$ cat config.mk
export PLATFORM = sky130hd
export DESIGN_NAME = sorted_run_generator_unit
export DESIGN_NICKNAME = d
export VERILOG_FILES = /design/src/sv/srg_pkg.sv /design/src/sv/sorted_run_generator_unit.sv /design/src/sv/srg_run_buffer.sv
export SDC_FILE = /design/constraint.sdc
export NUM_CORES = 1
export LEC_CHECK = 0
export BUFFER_PORTS_ARGS = -buffer_cell sky130_fd_sc_hd__buf_4
export CAP_MARGIN = 0
export CORE_MARGIN = 2
export CORE_UTILIZATION = 45
export DETAILED_ROUTE_END_ITERATION = 12
export HOLD_SLACK_MARGIN = 0.1
export MAX_ROUTING_LAYER = met4
export PLACE_DENSITY_LB_ADDON = 0.1
export SLEW_MARGIN = 0
export SYNTH_ARGS = -nofsm -noshare
export SYNTH_HDL_FRONTEND = slang
export SYNTH_SLANG_ARGS = --single-unit
$ cat constraint.sdc
create_clock -name clk -period 8.5 [get_ports clk]
set_input_delay 0.85 -clock clk [delete_from_list [all_inputs] [get_ports clk]]
set_output_delay 0.85 -clock clk [all_outputs]
set_load 0.01 [all_outputs]
$ cat src/sv/srg_pkg.sv
// ----------------------------------------------------------------------------
// srg_pkg - shared types and constants of the sorted run generator
// Field widths, command and register codes, and the letter filter.
// ----------------------------------------------------------------------------
package srg_pkg;

	localparam int CHAR_W       = 8;
	localparam int RUN_LENGTH_W = 7;
	localparam int FILE_COUNT_W = 5;
	localparam int FILE_W       = 4;
	localparam int RUN_CNT_W    = 16;
	localparam int CFG_DATA_W   = 7;

	typedef logic [CHAR_W-1:0]       char_t;
	typedef logic [FILE_W-1:0]       file_t;
	typedef logic [RUN_CNT_W-1:0]    run_cnt_t;
	typedef logic [RUN_LENGTH_W-1:0] run_len_t;
	typedef logic [FILE_COUNT_W-1:0] file_cnt_t;

	// Input command codes
	localparam logic CMD_CHAR  = 1'b0;
	localparam logic CMD_FLUSH = 1'b1;

	// Configuration register indexes
	localparam logic CFG_RUN_LENGTH = 1'b0;
	localparam logic CFG_FILE_COUNT = 1'b1;

	localparam run_len_t  RUN_LENGTH_RST = 7'd4;
	localparam file_cnt_t FILE_COUNT_RST = 5'd3;
	localparam run_cnt_t  RUN_CNT_MAX    = 16'hFFFF;

	localparam char_t UPPER_A = 8'h41;
	localparam char_t UPPER_Z = 8'h5A;
	localparam char_t LOWER_A = 8'h61;
	localparam char_t LOWER_Z = 8'h7A;

	function automatic logic is_letter(input char_t c);
		return ((c >= UPPER_A) && (c <= UPPER_Z)) || ((c >= LOWER_A) && (c <= LOWER_Z));
	endfunction

endpackage

$ cat src/sv/sorted_run_generator_unit.sv
// ----------------------------------------------------------------------------
// sorted_run_generator_unit - run formation for an external sort
// Filters letters from a byte stream and emits ascending runs with file tags.
// ----------------------------------------------------------------------------
// Timing: a transfer is taken when start is high and busy is low. A byte that
// is not a letter, and an end-of-input command with nothing held, finish in
// the cycle they are taken. A letter is placed by insertion into the sorted
// buffer through one shared compare-and-shift step, walking past each held
// letter above it before it is written in place; a letter is inserted only
// while fewer than RUN_MAX are held. When the letter completes a run, or when
// end of input finds letters held, the run is streamed out from the buffer's
// read port at one letter a cycle; each letter is registered between its
// read and the result ports. Each result is shown for exactly one cycle with
// result_valid high; there is no back-pressure, so the receiver must take
// every letter as it appears. Configuration may be written only while busy
// is low.
// ----------------------------------------------------------------------------
module sorted_run_generator_unit import srg_pkg::*; #(
	parameter int RUN_MAX   = 16,
	parameter int FILES_MAX = 16
) (
	input  logic                  clk,
	input  logic                  arst_n,
	// configuration write port
	input  logic                  cfg_write,
	input  logic                  cfg_index,
	input  logic [CFG_DATA_W-1:0] cfg_data,
	// command side
	input  logic                  start,
	output logic                  busy,
	input  logic                  cmd,
	input  char_t                 char_code,
	// result side
	output logic                  result_valid,
	output char_t                 letter,
	output file_t                 file_index,
	output logic                  append_mode,
	output logic                  run_last
);

	localparam int IDX_W = (RUN_MAX > 1) ? $clog2(RUN_MAX) : 1;
	localparam int CNT_W = $clog2(RUN_MAX + 1);

	localparam logic [1:0] S_IDLE   = 2'd0;
	localparam logic [1:0] S_INSERT = 2'd1;
	localparam logic [1:0] S_EMIT   = 2'd2;

	logic [1:0]       state_q;
	run_len_t         run_length_q;
	file_cnt_t        file_count_q;
	logic [CNT_W-1:0] held_q;
	run_cnt_t         run_cnt_q;
	file_t            cycle_q;
	logic [IDX_W-1:0] emit_idx_q;
	file_t            run_file_q;
	logic             run_app_q;

	logic             valid_q;
	char_t            letter_q;
	file_t            file_q;
	logic             app_q;
	logic             last_q;

	// buffer interface
	logic             ins_start;
	logic             ins_done;
	char_t            rd_data;

	// decoded controls
	logic             accept;
	logic             take_letter;
	logic             flush_go;
	logic             emit_go;
	logic             emit_last;
	logic [CNT_W-1:0] held_inc;
	run_len_t         eff_len;
	file_cnt_t        eff_files;
	file_t            span;
	file_t            cyc_fix;
	file_t            tag_file;
	logic             tag_app;
	file_t            cyc_next;

	assign busy   = (state_q != S_IDLE);
	assign accept = start && !busy;

	// clamp the registers to their legal ranges
	always_comb begin
		eff_len = run_length_q;
		if (run_length_q == '0) begin
			eff_len = run_len_t'(1);
		end else if (run_length_q > run_len_t'(RUN_MAX)) begin
			eff_len = run_len_t'(RUN_MAX);
		end
		eff_files = file_count_q;
		if (file_count_q == '0) begin
			eff_files = file_cnt_t'(1);
		end else if (file_count_q > file_cnt_t'(FILES_MAX)) begin
			eff_files = file_cnt_t'(FILES_MAX);
		end
	end

	// file choice: first runs overwrite their own file, later ones append
	// round-robin; a stale cycle position past the span restarts at file 1
	always_comb begin
		span     = file_t'(eff_files - file_cnt_t'(1));
		cyc_fix  = ((cycle_q == '0) || (cycle_q > span)) ? file_t'(1) : cycle_q;
		cyc_next = (cyc_fix >= span) ? file_t'(1) : cyc_fix + file_t'(1);
		if (run_cnt_q < RUN_CNT_W'(eff_files)) begin
			tag_file = run_cnt_q[FILE_W-1:0];
			tag_app  = 1'b0;
		end else begin
			tag_file = (span <= file_t'(1)) ? file_t'(1) : cyc_fix;
			tag_app  = 1'b1;
		end
	end

	assign held_inc    = held_q + CNT_W'(1);
	assign take_letter = accept && (cmd == CMD_CHAR) && is_letter(char_code);
	assign flush_go    = accept && (cmd == CMD_FLUSH);
	// a letter arriving on a full buffer is dropped but still closes the run
	assign ins_start   = take_letter && (held_q < CNT_W'(RUN_MAX));

	always_comb begin
		emit_go = 1'b0;
		unique case (state_q)
			S_IDLE: begin
				emit_go = (flush_go && (held_q != '0))
					|| (take_letter && !ins_start
					&& (run_len_t'(held_q) >= eff_len));
			end
			S_INSERT: begin
				emit_go = ins_done && (run_len_t'(held_inc) >= eff_len);
			end
			S_EMIT: begin
				emit_go = 1'b0;
			end
			default: begin
				emit_go = 1'b0;
			end
		endcase
	end

	assign emit_last = (state_q == S_EMIT) && ((CNT_W'(emit_idx_q) + CNT_W'(1)) == held_q);

	srg_run_buffer #(
		.RUN_MAX (RUN_MAX)
	) u_buffer (
		.clk       (clk),
		.arst_n    (arst_n),
		.ins_start (ins_start),
		.ins_pos   (held_q[IDX_W-1:0]),
		.ins_value (char_code),
		.ins_done  (ins_done),
		.rd_idx    (emit_idx_q),
		.rd_data   (rd_data)
	);

	// configuration registers
	always_ff @(posedge clk or negedge arst_n) begin
		if (!arst_n) begin
			run_length_q <= RUN_LENGTH_RST;
			file_count_q <= FILE_COUNT_RST;
		end else if (cfg_write) begin
			unique case (cfg_index)
				CFG_RUN_LENGTH: run_length_q <= cfg_data[RUN_LENGTH_W-1:0];
				CFG_FILE_COUNT: run_length_q <= run_length_q;
				default:        run_length_q <= run_length_q;
			endcase
			if (cfg_index == CFG_FILE_COUNT) begin
				file_count_q <= cfg_data[FILE_COUNT_W-1:0];
			end
		end
	end

	// sequencer: idle -> insert walk -> (optional) run emission, or idle -> emission
	always_ff @(posedge clk or negedge arst_n) begin
		if (!arst_n) begin
			state_q    <= S_IDLE;
			held_q     <= '0;
			run_cnt_q  <= run_cnt_t'(1);
			cycle_q    <= file_t'(1);
			emit_idx_q <= '0;
		end else begin
			unique case (state_q)
				S_IDLE: begin
					if (ins_start) begin
						state_q <= S_INSERT;
					end else if (emit_go) begin
						state_q <= S_EMIT;
					end
				end
				S_INSERT: begin
					if (ins_done) begin
						held_q  <= held_inc;
						state_q <= emit_go ? S_EMIT : S_IDLE;
					end
				end
				S_EMIT: begin
					emit_idx_q <= emit_idx_q + IDX_W'(1);
					if (emit_last) begin
						held_q  <= '0;
						state_q <= S_IDLE;
					end
				end
				default: begin
					state_q <= S_IDLE;
				end
			endcase

			// advance run numbering at run start; end of input restarts it
			if (flush_go) begin
				run_cnt_q <= run_cnt_t'(1);
				cycle_q   <= file_t'(1);
			end else if (emit_go) begin
				cycle_q <= cyc_next;
				if (run_cnt_q != RUN_CNT_MAX) begin
					run_cnt_q <= run_cnt_q + run_cnt_t'(1);
				end
			end
			if (emit_go) begin
				emit_idx_q <= '0;
			end
		end
	end

	// hold the run's tag for the whole emission
	always_ff @(posedge clk) begin
		if (emit_go) begin
			run_file_q <= tag_file;
			run_app_q  <= tag_app;
		end
	end

	// result register: one letter per cycle, strobed for a single cycle
	always_ff @(posedge clk or negedge arst_n) begin
		if (!arst_n) begin
			valid_q <= 1'b0;
		end else begin
			valid_q <= (state_q == S_EMIT);
		end
	end

	always_ff @(posedge clk) begin
		if (state_q == S_EMIT) begin
			letter_q <= rd_data;
			file_q   <= run_file_q;
			app_q    <= run_app_q;
			last_q   <= emit_last;
		end
	end

	assign result_valid = valid_q;
	assign letter       = letter_q;
	assign file_index   = file_q;
	assign append_mode  = app_q;
	assign run_last     = last_q;

endmodule

$ cat src/sv/srg_run_buffer.sv
// ----------------------------------------------------------------------------
// srg_run_buffer - sorted letter buffer with insertion walk
// Keeps held letters in ascending order; one compare-and-shift step a cycle.
// ----------------------------------------------------------------------------
module srg_run_buffer import srg_pkg::*; #(
	parameter int RUN_MAX = 16,
	localparam int IDX_W  = (RUN_MAX > 1) ? $clog2(RUN_MAX) : 1
) (
	input  logic             clk,
	input  logic             arst_n,
	input  logic             ins_start,
	input  logic [IDX_W-1:0] ins_pos,
	input  char_t            ins_value,
	output logic             ins_done,
	input  logic [IDX_W-1:0] rd_idx,
	output char_t            rd_data
);

	char_t            buf_q [RUN_MAX];
	logic             active_q;
	logic [IDX_W-1:0] walk_q;
	char_t            val_q;

	logic [IDX_W-1:0] rd_addr;
	logic             shift;

	// single read port: walk neighbor while inserting, else the emit index
	assign rd_addr  = active_q ? (walk_q - IDX_W'(1)) : rd_idx;
	assign rd_data  = buf_q[rd_addr];
	assign shift    = active_q && (walk_q != '0) && (rd_data > val_q);
	assign ins_done = active_q && !shift;

	always_ff @(posedge clk or negedge arst_n) begin
		if (!arst_n) begin
			active_q <= 1'b0;
		end else if (ins_start) begin
			active_q <= 1'b1;
		end else if (ins_done) begin
			active_q <= 1'b0;
		end
	end

	always_ff @(posedge clk) begin
		if (ins_start) begin
			walk_q <= ins_pos;
			val_q  <= ins_value;
		end else if (shift) begin
			buf_q[walk_q] <= rd_data;
			walk_q        <= walk_q - IDX_W'(1);
		end else if (ins_done) begin
			buf_q[walk_q] <= val_q;
		end
	end

endmodule

==> metrics.txt, run 1 <==
# TYPE chip_impl_metric gauge
chip_impl_metric{name="number_of_max_slew_violations_in_the_final_report",unit=""} 0
chip_impl_metric{name="cell_internal_pwr",unit="mW"} 2.42
chip_impl_metric{name="clock_insertion_delay_worst_skew",unit="ns"} 0.52
chip_impl_info{name="synthMostInstantiatedCell",value="sky130_fd_sc_hd__edfxtp_1"} 1
chip_impl_metric{name="final.setup_skew",unit="ns"} 0.0187
chip_impl_metric{name="synth.lib_cells_used.distinct",unit=""} 56
chip_impl_metric{name="slowest_delay",unit="ns"} 0.60
chip_impl_metric{name="power_density",unit="nW/µm²"} 320
chip_impl_info{name="crit_chain",value="nor3_1 > o21ai_0 > ha_1 > xnor2_1 > inv_1 > ha_1 > and4_1 > a21oi_1 > nor3_1 > ha_1 > nand2b_1 > a21oi_1 > a211oi_1 > a211oi_1 > or4bb_1 > a31oi_1"} 1
chip_impl_metric{name="max_freq",unit="GHz"} 0.196
chip_impl_metric{name="synth.ff_latch_count",unit=""} 204
chip_impl_info{name="synth.area.top_cells",value="sky130_fd_sc_hd__edfxtp_1 (50%), sky130_fd_sc_hd__dfrtp_1 (11%), sky130_fd_sc_hd__mux4_2 (7.3%)"} 1
chip_impl_metric{name="numPortBuffers",unit=""} 36
chip_impl_metric{name="antenna_found_initial",unit=""} 0
chip_impl_metric{name="seq_power_share",unit="%"} 41.1
chip_impl_metric{name="postCtsHoldBufs",unit=""} 0
chip_impl_info{name="worst-setup-path-type",value="reg2reg"} 1
chip_impl_info{name="worstHoldPathType",value="in2async"} 1
chip_impl_metric{name="placedCellCount",unit=""} 953
chip_impl_metric{name="power_switching",unit="mW"} 1.06
chip_impl_metric{name="diodes",unit=""} 0
chip_impl_metric{name="core",unit="µm²"} 20900
chip_impl_metric{name="initial_utilization",unit="%"} 45.5
chip_impl_metric{name="tightest_slew",unit="ns"} 1.14
chip_impl_info{name="status",value="finished, final reports clean"} 1
chip_impl_info{name="crit_slowest_cell",value="sky130_fd_sc_hd__o21ai_0"} 1
chip_impl_metric{name="tritoncts_num_sinks",unit=""} 204
chip_impl_metric{name="drive_gt1_share",unit="%"} 22.3
chip_impl_metric{name="finish.utilization",unit="%"} 52.1
chip_impl_metric{name="vdd_ir_drop_max",unit="V"} 0.000170
chip_impl_metric{name="syn_area_per_cell",unit="µm²"} 14.4
chip_impl_metric{name="num-nets-final",unit=""} 766
chip_impl_metric{name="chipWidth",unit="µm"} 149
chip_impl_metric{name="critical_path_required_time",unit="ns"} 8.93
chip_impl_metric{name="p_comb_share",unit="%"} 29.7
chip_impl_metric{name="gr-usage-all-layers",unit="%"} 20.5
chip_impl_metric{name="routed_wl",unit="µm"} 21000
chip_impl_metric{name="synth_seq_area_share",unit="%"} 62.1
chip_impl_info{name="tritoncts",value="built"} 1
chip_impl_metric{name="fin_setup_tns",unit="ns"} 0
chip_impl_metric{name="routed_via_density",unit=""} 5.59
chip_impl_metric{name="setup_viol",unit=""} 0
chip_impl_metric{name="global_route_wire_length_before_repair",unit="µm"} 33400
chip_impl_metric{name="htree_levels",unit=""} 1
chip_impl_info{name="crit_top_cell",value="sky130_fd_sc_hd__ha_1"} 1
chip_impl_metric{name="globalplace.congestion",unit=""} 0.829
chip_impl_metric{name="cell_area_after_synthesis",unit="µm²"} 9510
chip_impl_metric{name="finalHoldViolCount",unit=""} 0
chip_impl_info{name="setup_repair_after_global_routing_missed_its_margin",value="no"} 1
chip_impl_metric{name="final.min_clock_period",unit="ns"} 5.10
chip_impl_metric{name="slew-limit-headroom",unit="%"} 23.8
chip_impl_metric{name="cap_viol_max_count",unit=""} 0
chip_impl_metric{name="synth_cells",unit=""} 659
chip_impl_metric{name="std_cell_rows",unit=""} 53
chip_impl_metric{name="proportion_of_power_drawn_by_the_clock_network",unit="%"} 29.3
chip_impl_metric{name="p_leak",unit="nW"} 3.96
chip_impl_metric{name="vias",unit=""} 5548
chip_impl_metric{name="fp.dieH",unit="µm"} 149
chip_impl_metric{name="route.antenna.remaining_nets",unit=""} 0
chip_impl_info{name="clk_root_buffer_cell",value="sky130_fd_sc_hd__clkbuf_16"} 1
chip_impl_metric{name="drt_first_iter_violations",unit=""} 345
chip_impl_metric{name="async_reset_ff_share",unit="%"} 22.1
chip_impl_metric{name="cts_buffers",unit=""} 23
chip_impl_metric{name="cts_buffer_depth",unit=""} 3
chip_impl_metric{name="synth_enable_flop_cells",unit=""} 159
chip_impl_metric{name="post-synth-top-area-fraction",unit="%"} 50.2
chip_impl_metric{name="grt_pass1_vias",unit=""} 5854
chip_impl_metric{name="fin_worst_hold_slack",unit="ns"} 0.342
chip_impl_info{name="synthFlopType",value="sky130_fd_sc_hd__edfxtp_1"} 1
chip_impl_metric{name="design.portCount",unit=""} 37
chip_impl_metric{name="yosys_warnings",unit=""} 0
chip_impl_metric{name="routedWlPerCell",unit="µm"} 21.2
chip_impl_metric{name="drtPass1Iterations",unit=""} 5
chip_impl_metric{name="final_cells",unit=""} 993
chip_impl_metric{name="area_of_the_die",unit="µm²"} 22300
chip_impl_metric{name="swShare",unit="%"} 30.5
chip_impl_metric{name="fill_cell_count",unit=""} 1768
chip_impl_metric{name="syn_nets",unit=""} 722
chip_impl_metric{name="worst_setup_hold_path_clk_slew",unit="ns"} 0.06
chip_impl_info{name="synth_common_cells",value="sky130_fd_sc_hd__edfxtp_1 (159), sky130_fd_sc_hd__nand2_1 (52), sky130_fd_sc_hd__ha_1 (42)"} 1
chip_impl_info{name="synth.largest_area_cell",value="sky130_fd_sc_hd__edfxtp_1"} 1
chip_impl_metric{name="cts_resized",unit=""} 0
chip_impl_metric{name="area_delta_synth_final",unit="%"} 14.5
chip_impl_metric{name="grt_max_degree",unit=""} 46
chip_impl_metric{name="arrival",unit="ns"} 5.53
chip_impl_metric{name="drc",unit=""} 0
chip_impl_info{name="critical_path.endpoint_type",value="register"} 1
chip_impl_metric{name="globalRoute.totalOverflow",unit=""} 0
chip_impl_metric{name="place.detailed.hpwl",unit="µm"} 14000
chip_impl_metric{name="fin_crit_sh",unit="%"} 60.0
chip_impl_info{name="type_of_origin_of_the_critical_path",value="register"} 1
chip_impl_metric{name="worstPathMaxFanout",unit=""} 8
chip_impl_metric{name="post_cts.repair.setup_buffers",unit=""} 0
## per-stage QoR
step	area (µm²)	worst slack, ns	total power [mW]
floorplan	9510	4.06	2.20
global placement	10100	3.45	2.46
detailed placement	10100	3.43	2.50
CTS	10900	3.40	3.53
global route	10900	2.97	3.68
finish	10900	3.40	3.48
## power groups by stage
stage	Clock, mW	Combinational [mW]	Sequential, mW
final	1.02	1.03	1.43
after global routing	1.08	1.16	1.44
after CTS	1.04	1.06	1.43
after detailed placement	0	1.05	1.45
after global placement	0	1.01	1.45
after floorplan	0	0.769	1.43
## cells by family (layout without fill, tap and decap cells)
group,after synthesis,count (layout),synth area share (%)
compound gates,92,92,6.05
fa+ha+maj,42,42,5.52
mux,76,76,12.7
simple gates,178,178,9.76
flops,204,204,62.1
buf+inv,51,110,2.42
xor+xnor,16,16,1.47
## final timing paths
path | from | end | slack [ns] | cells after the start
min in group clk | run_file_q[3] | file_index[3] | 0.43 | 0
worst max-delay path | file_count_q[1] | cycle_q[2] | 3.40 | 16
max in group asynchronous | arst_n | run_cnt_q[4] | 7.73 | 1
worst max register to register | file_count_q[1] | cycle_q[2] | 3.40 | 16
worst min-delay path | arst_n | run_length_q[5] | 0.34 | 1
worst min register to register | run_file_q[3] | file_index[3] | 0.43 | 0
## state kept, by name (all words and copies together) (netlist names)
name               flops
file_count_q           5
emit_idx_q             4
append_mode            1
letter                 8
run_app_q              1
result_valid           1
run_length_q           7
run_file_q             4
u_buffer.active_q      1
run_last               1
cycle_q                4
u_buffer.val_q         8
u_buffer.walk_q        4
run_cnt_q             16
held_q                 5
u_buffer.buf_q       128
state_q                2
file_index             4
## cells in the final DEF, fill, tap and decap left out, types with 12 or more instances in the layout
cell                          n
sky130_fd_sc_hd__a21oi_1     27
sky130_fd_sc_hd__buf_4       43
sky130_fd_sc_hd__clkbuf_16   23
sky130_fd_sc_hd__dfrtp_1     40
sky130_fd_sc_hd__edfxtp_1   159
sky130_fd_sc_hd__ha_1        42
sky130_fd_sc_hd__inv_1       26
sky130_fd_sc_hd__mux2_2      29
sky130_fd_sc_hd__mux2i_1     14
sky130_fd_sc_hd__mux4_2      31
sky130_fd_sc_hd__nand2_1     52
sky130_fd_sc_hd__nand3_1     15
sky130_fd_sc_hd__nor2_1      23
sky130_fd_sc_hd__nor3_1      12
sky130_fd_sc_hd__o21ai_0     21
## critical path: cells and delay by family (launching register included)
kind                       cells  cell delay, ns
AOI/OAI and AO/OA              6            2.10
and+or+nand+nor                5            1.11
buffers and inverters          1            0.13
DFF                            1            0.55
adders and majority gates      3            0.95
xor gates and xnor gates       1            0.19
## per-layer routing
metal / vias to the layer above / GRT usage (%) / routed length [µm]
met5: - / - / 0
met4: 0 / 5.29 / 461
met3: 30 / 3.24 / 1020
met2: 124 / 34.4 / 10600
met1: 2778 / 26.3 / 8900
li1: 2616 / - / -
## layout make-up
cell class                      count  area [µm²]  area share [%]
Clock buffer                       27         601            5.52
Clock inverter                     13         184            1.69
Inverter                           27         106           0.977
Tap cell                          275         344            3.16
Timing Repair Buffer               43         323            2.96
Sequential cell                   204        5910            54.3
Multi-Input combinational cell    404        3420            31.4
Note: power is estimated with default switching activity, not from simulation.
==> run 2: changes to the inputs <==
- clock period: 8.5 -> 5.01 ns (I/O delays scaled with it)
==> run 2 against run 1 <==
Maximum frequency up 14%. Core utilization up 0.096 points. Flip-flop and latch count unchanged. Global-route usage down 1.1 points. Non-clock buffer count up 11. Sequential share of layout area down 0.10 points. Critical path type unchanged. Largest power group unchanged. Highest routed layer unchanged.
==> metrics.txt, run 2 (synthesis results as in run 1) <==
# TYPE chip_impl_metric gauge
chip_impl_metric{name="area_of_the_die",unit="µm²"} 22300
chip_impl_metric{name="cp.depth",unit=""} 15
chip_impl_metric{name="chipWidth",unit="µm"} 149
chip_impl_metric{name="number_of_max_slew_violations_in_the_final_report",unit=""} 0
chip_impl_metric{name="fin_worst_hold_slack",unit="ns"} 0.184
chip_impl_metric{name="cts_buffer_depth",unit=""} 3
chip_impl_info{name="type_of_origin_of_the_critical_path",value="register"} 1
chip_impl_metric{name="setup_viol",unit=""} 0
chip_impl_metric{name="critical_path_required_time",unit="ns"} 5.43
chip_impl_info{name="worstHoldPathType",value="in2reg"} 1
chip_impl_metric{name="power_density",unit="nW/µm²"} 539
chip_impl_metric{name="slowest_delay",unit="ns"} 0.59
chip_impl_metric{name="vdd_ir_drop_max",unit="V"} 0.000265
chip_impl_metric{name="core",unit="µm²"} 20900
chip_impl_metric{name="grt_pass1_vias",unit=""} 5767
chip_impl_metric{name="num-nets-final",unit=""} 777
chip_impl_info{name="critPathTopFamily",value="compound AO/OA/AOI/OAI gates"} 1
chip_impl_metric{name="cts_buffers",unit=""} 23
chip_impl_metric{name="area_delta_synth_final",unit="%"} 14.7
chip_impl_metric{name="final.min_clock_period",unit="ns"} 4.49
chip_impl_info{name="layout_common_cells",value="sky130_fd_sc_hd__edfxtp_1 (159), sky130_fd_sc_hd__nand2_1 (52), sky130_fd_sc_hd__buf_4 (50)"} 1
chip_impl_metric{name="diodes",unit=""} 0
chip_impl_metric{name="timing.reg2reg.worst_path_depth",unit=""} 15
chip_impl_metric{name="worst_setup_hold_path_clk_slew",unit="ns"} 0.06
chip_impl_info{name="setup_repair_after_global_routing_missed_its_margin",value="no"} 1
chip_impl_metric{name="worstPathMaxFanout",unit=""} 38
chip_impl_metric{name="htree_levels",unit=""} 1
chip_impl_metric{name="timing.hold.worst_path_depth",unit=""} 1
chip_impl_info{name="largest-register",value="u_buffer.buf_q"} 1
chip_impl_metric{name="arrival",unit="ns"} 4.91
chip_impl_metric{name="globalRoute.totalOverflow",unit=""} 0
chip_impl_metric{name="clock_insertion_delay_worst_skew",unit="ns"} 0.50
chip_impl_metric{name="antenna_found_initial",unit=""} 0
chip_impl_info{name="status",value="finished, final reports clean"} 1
chip_impl_info{name="reg_top3",value="u_buffer.buf_q (128), run_cnt_q (16)"} 1
chip_impl_metric{name="initial_utilization",unit="%"} 45.5
chip_impl_info{name="leading_cell_type_in_the_layout_fill_and_taps_excluded",value="sky130_fd_sc_hd__edfxtp_1"} 1
chip_impl_metric{name="wl_met2",unit="µm"} 10200
chip_impl_metric{name="drt_first_iter_violations",unit=""} 294
chip_impl_metric{name="route.met3.wl",unit="µm"} 933
chip_impl_metric{name="fin_setup_tns",unit="ns"} 0
chip_impl_metric{name="drive_gt1_share",unit="%"} 22.9
chip_impl_metric{name="globalplace.congestion",unit=""} 0.842
chip_impl_metric{name="number_of_flip_flops_in_the_largest_register",unit=""} 128
chip_impl_metric{name="slew-limit-headroom",unit="%"} 36.7
chip_impl_metric{name="gr-usage-all-layers",unit="%"} 19.5
chip_impl_metric{name="fp.dieH",unit="µm"} 149
chip_impl_metric{name="route.antenna.remaining_nets",unit=""} 0
chip_impl_metric{name="std_cell_rows",unit=""} 53
chip_impl_metric{name="numPortBuffers",unit=""} 36
chip_impl_info{name="critical_path.endpoint_type",value="register"} 1
chip_impl_metric{name="path_buf_inv",unit=""} 3
chip_impl_metric{name="design.portCount",unit=""} 37
chip_impl_metric{name="fin_crit_sh",unit="%"} 89.7
chip_impl_metric{name="routed_via_density",unit=""} 5.55
chip_impl_metric{name="routedWlPerCell",unit="µm"} 20.1
chip_impl_metric{name="drc",unit=""} 0
chip_impl_metric{name="global_route_wire_length_before_repair",unit="µm"} 32100
chip_impl_metric{name="tightest_slew",unit="ns"} 0.946
chip_impl_info{name="crit_slowest_cell",value="sky130_fd_sc_hd__dfrtp_1"} 1
chip_impl_metric{name="finalHoldViolCount",unit=""} 0
chip_impl_metric{name="vias",unit=""} 5575
chip_impl_info{name="top_signal_layer_used",value="met4"} 1
chip_impl_metric{name="max_freq",unit="GHz"} 0.223
chip_impl_info{name="worst-setup-path-type",value="reg2reg"} 1
chip_impl_metric{name="p_leak",unit="nW"} 3.99
chip_impl_info{name="crit_chain",value="inv_6 > mux2_4 > buf_12 > mux4_2 > mux2i_1 > o21ai_1 > ha_1 > a211o_1 > a21oi_2 > nand3_2 > a211oi_4 > a32oi_2 > buf_12 > or4_1 > a21oi_1"} 1
chip_impl_metric{name="routedLengthMet1",unit="µm"} 8520
chip_impl_info{name="tritoncts",value="built"} 1
chip_impl_metric{name="place.detailed.hpwl",unit="µm"} 13700
chip_impl_metric{name="drtPass1Iterations",unit=""} 6
chip_impl_metric{name="cap_viol_max_count",unit=""} 0
chip_impl_metric{name="final.setup_skew",unit="ns"} 0.0104
chip_impl_info{name="crit_top_cell",value="sky130_fd_sc_hd__buf_12"} 1
chip_impl_metric{name="grt_max_degree",unit=""} 46
chip_impl_metric{name="routed_wl",unit="µm"} 20100
chip_impl_info{name="clk_root_buffer_cell",value="sky130_fd_sc_hd__clkbuf_16"} 1
chip_impl_metric{name="fill_cell_count",unit=""} 1805
chip_impl_metric{name="tritoncts_num_sinks",unit=""} 204
-- run 2: cell types whose count changed in the layout (fill, tap and decap cells not counted), sizes merged --
cell	change
clkinv	+4
bufinv	-3
buf	+10
clkbuf	-1
dlygate4sd3	+1
-- run 2: path summary, 6_finish.rpt --
path,endpoint,start,slack (ns)
max in group asynchronous,run_cnt_q[2],arst_n,4.03
min reg2reg,file_index[1],run_file_q[1],0.43
max,run_cnt_q[13],u_buffer.active_q,0.52
min in group asynchronous,run_length_q[4],arst_n,0.56
max reg2reg,run_cnt_q[13],u_buffer.active_q,0.52
min,u_buffer.val_q[5],char_code[5],0.18
-- run 2: what timing repair did --
action	CTS	global route
hold endpoints to repair	40	0
hold buffers	1	0
resized for setup	0	0
buffers inserted	0	0
-- run 2: metrics by stage --
step           setup WS [ns]  utilization, %  std cells  power [mW]  cell area, µm²
2_1_floorplan          0.574               -        659        3.73            9510
4_1_cts                0.493            52.2       1004        5.94           10900
3_5_place_dp           0.497            48.9        963        4.39           10200
6_report               0.517            52.2       1004        5.88           10900
3_3_place_gp           0.587            48.9        963        4.34           10200
5_1_grt                0.181            52.2       1004        6.20           10900
-- run 2: report_power, final --
group          switching [mW]  total, mW  internal [mW]
logic                    1.13       1.91          0.785
clock network           0.652       1.55          0.894
registers               0.107       2.42           2.31
-- run 2: final cells by class --
type / instances / area (µm²) / share of cell area [%]
repair buffers: 54 / 445 / 4.08
inverters: 27 / 106 / 0.975
well taps: 275 / 344 / 3.15
clock buffers: 26 / 587 / 5.38
clock inverters: 14 / 105 / 0.964
multi-input cells: 404 / 3410 / 31.3
flip-flops and latches: 204 / 5910 / 54.2
-- run 2: per-layer routing --
metal	track usage, %	vias up
met2	33.4	118
met3	2.57	31
li1	-	2629
met1	24.3	2797
met4	5.81	0
met5	-	-
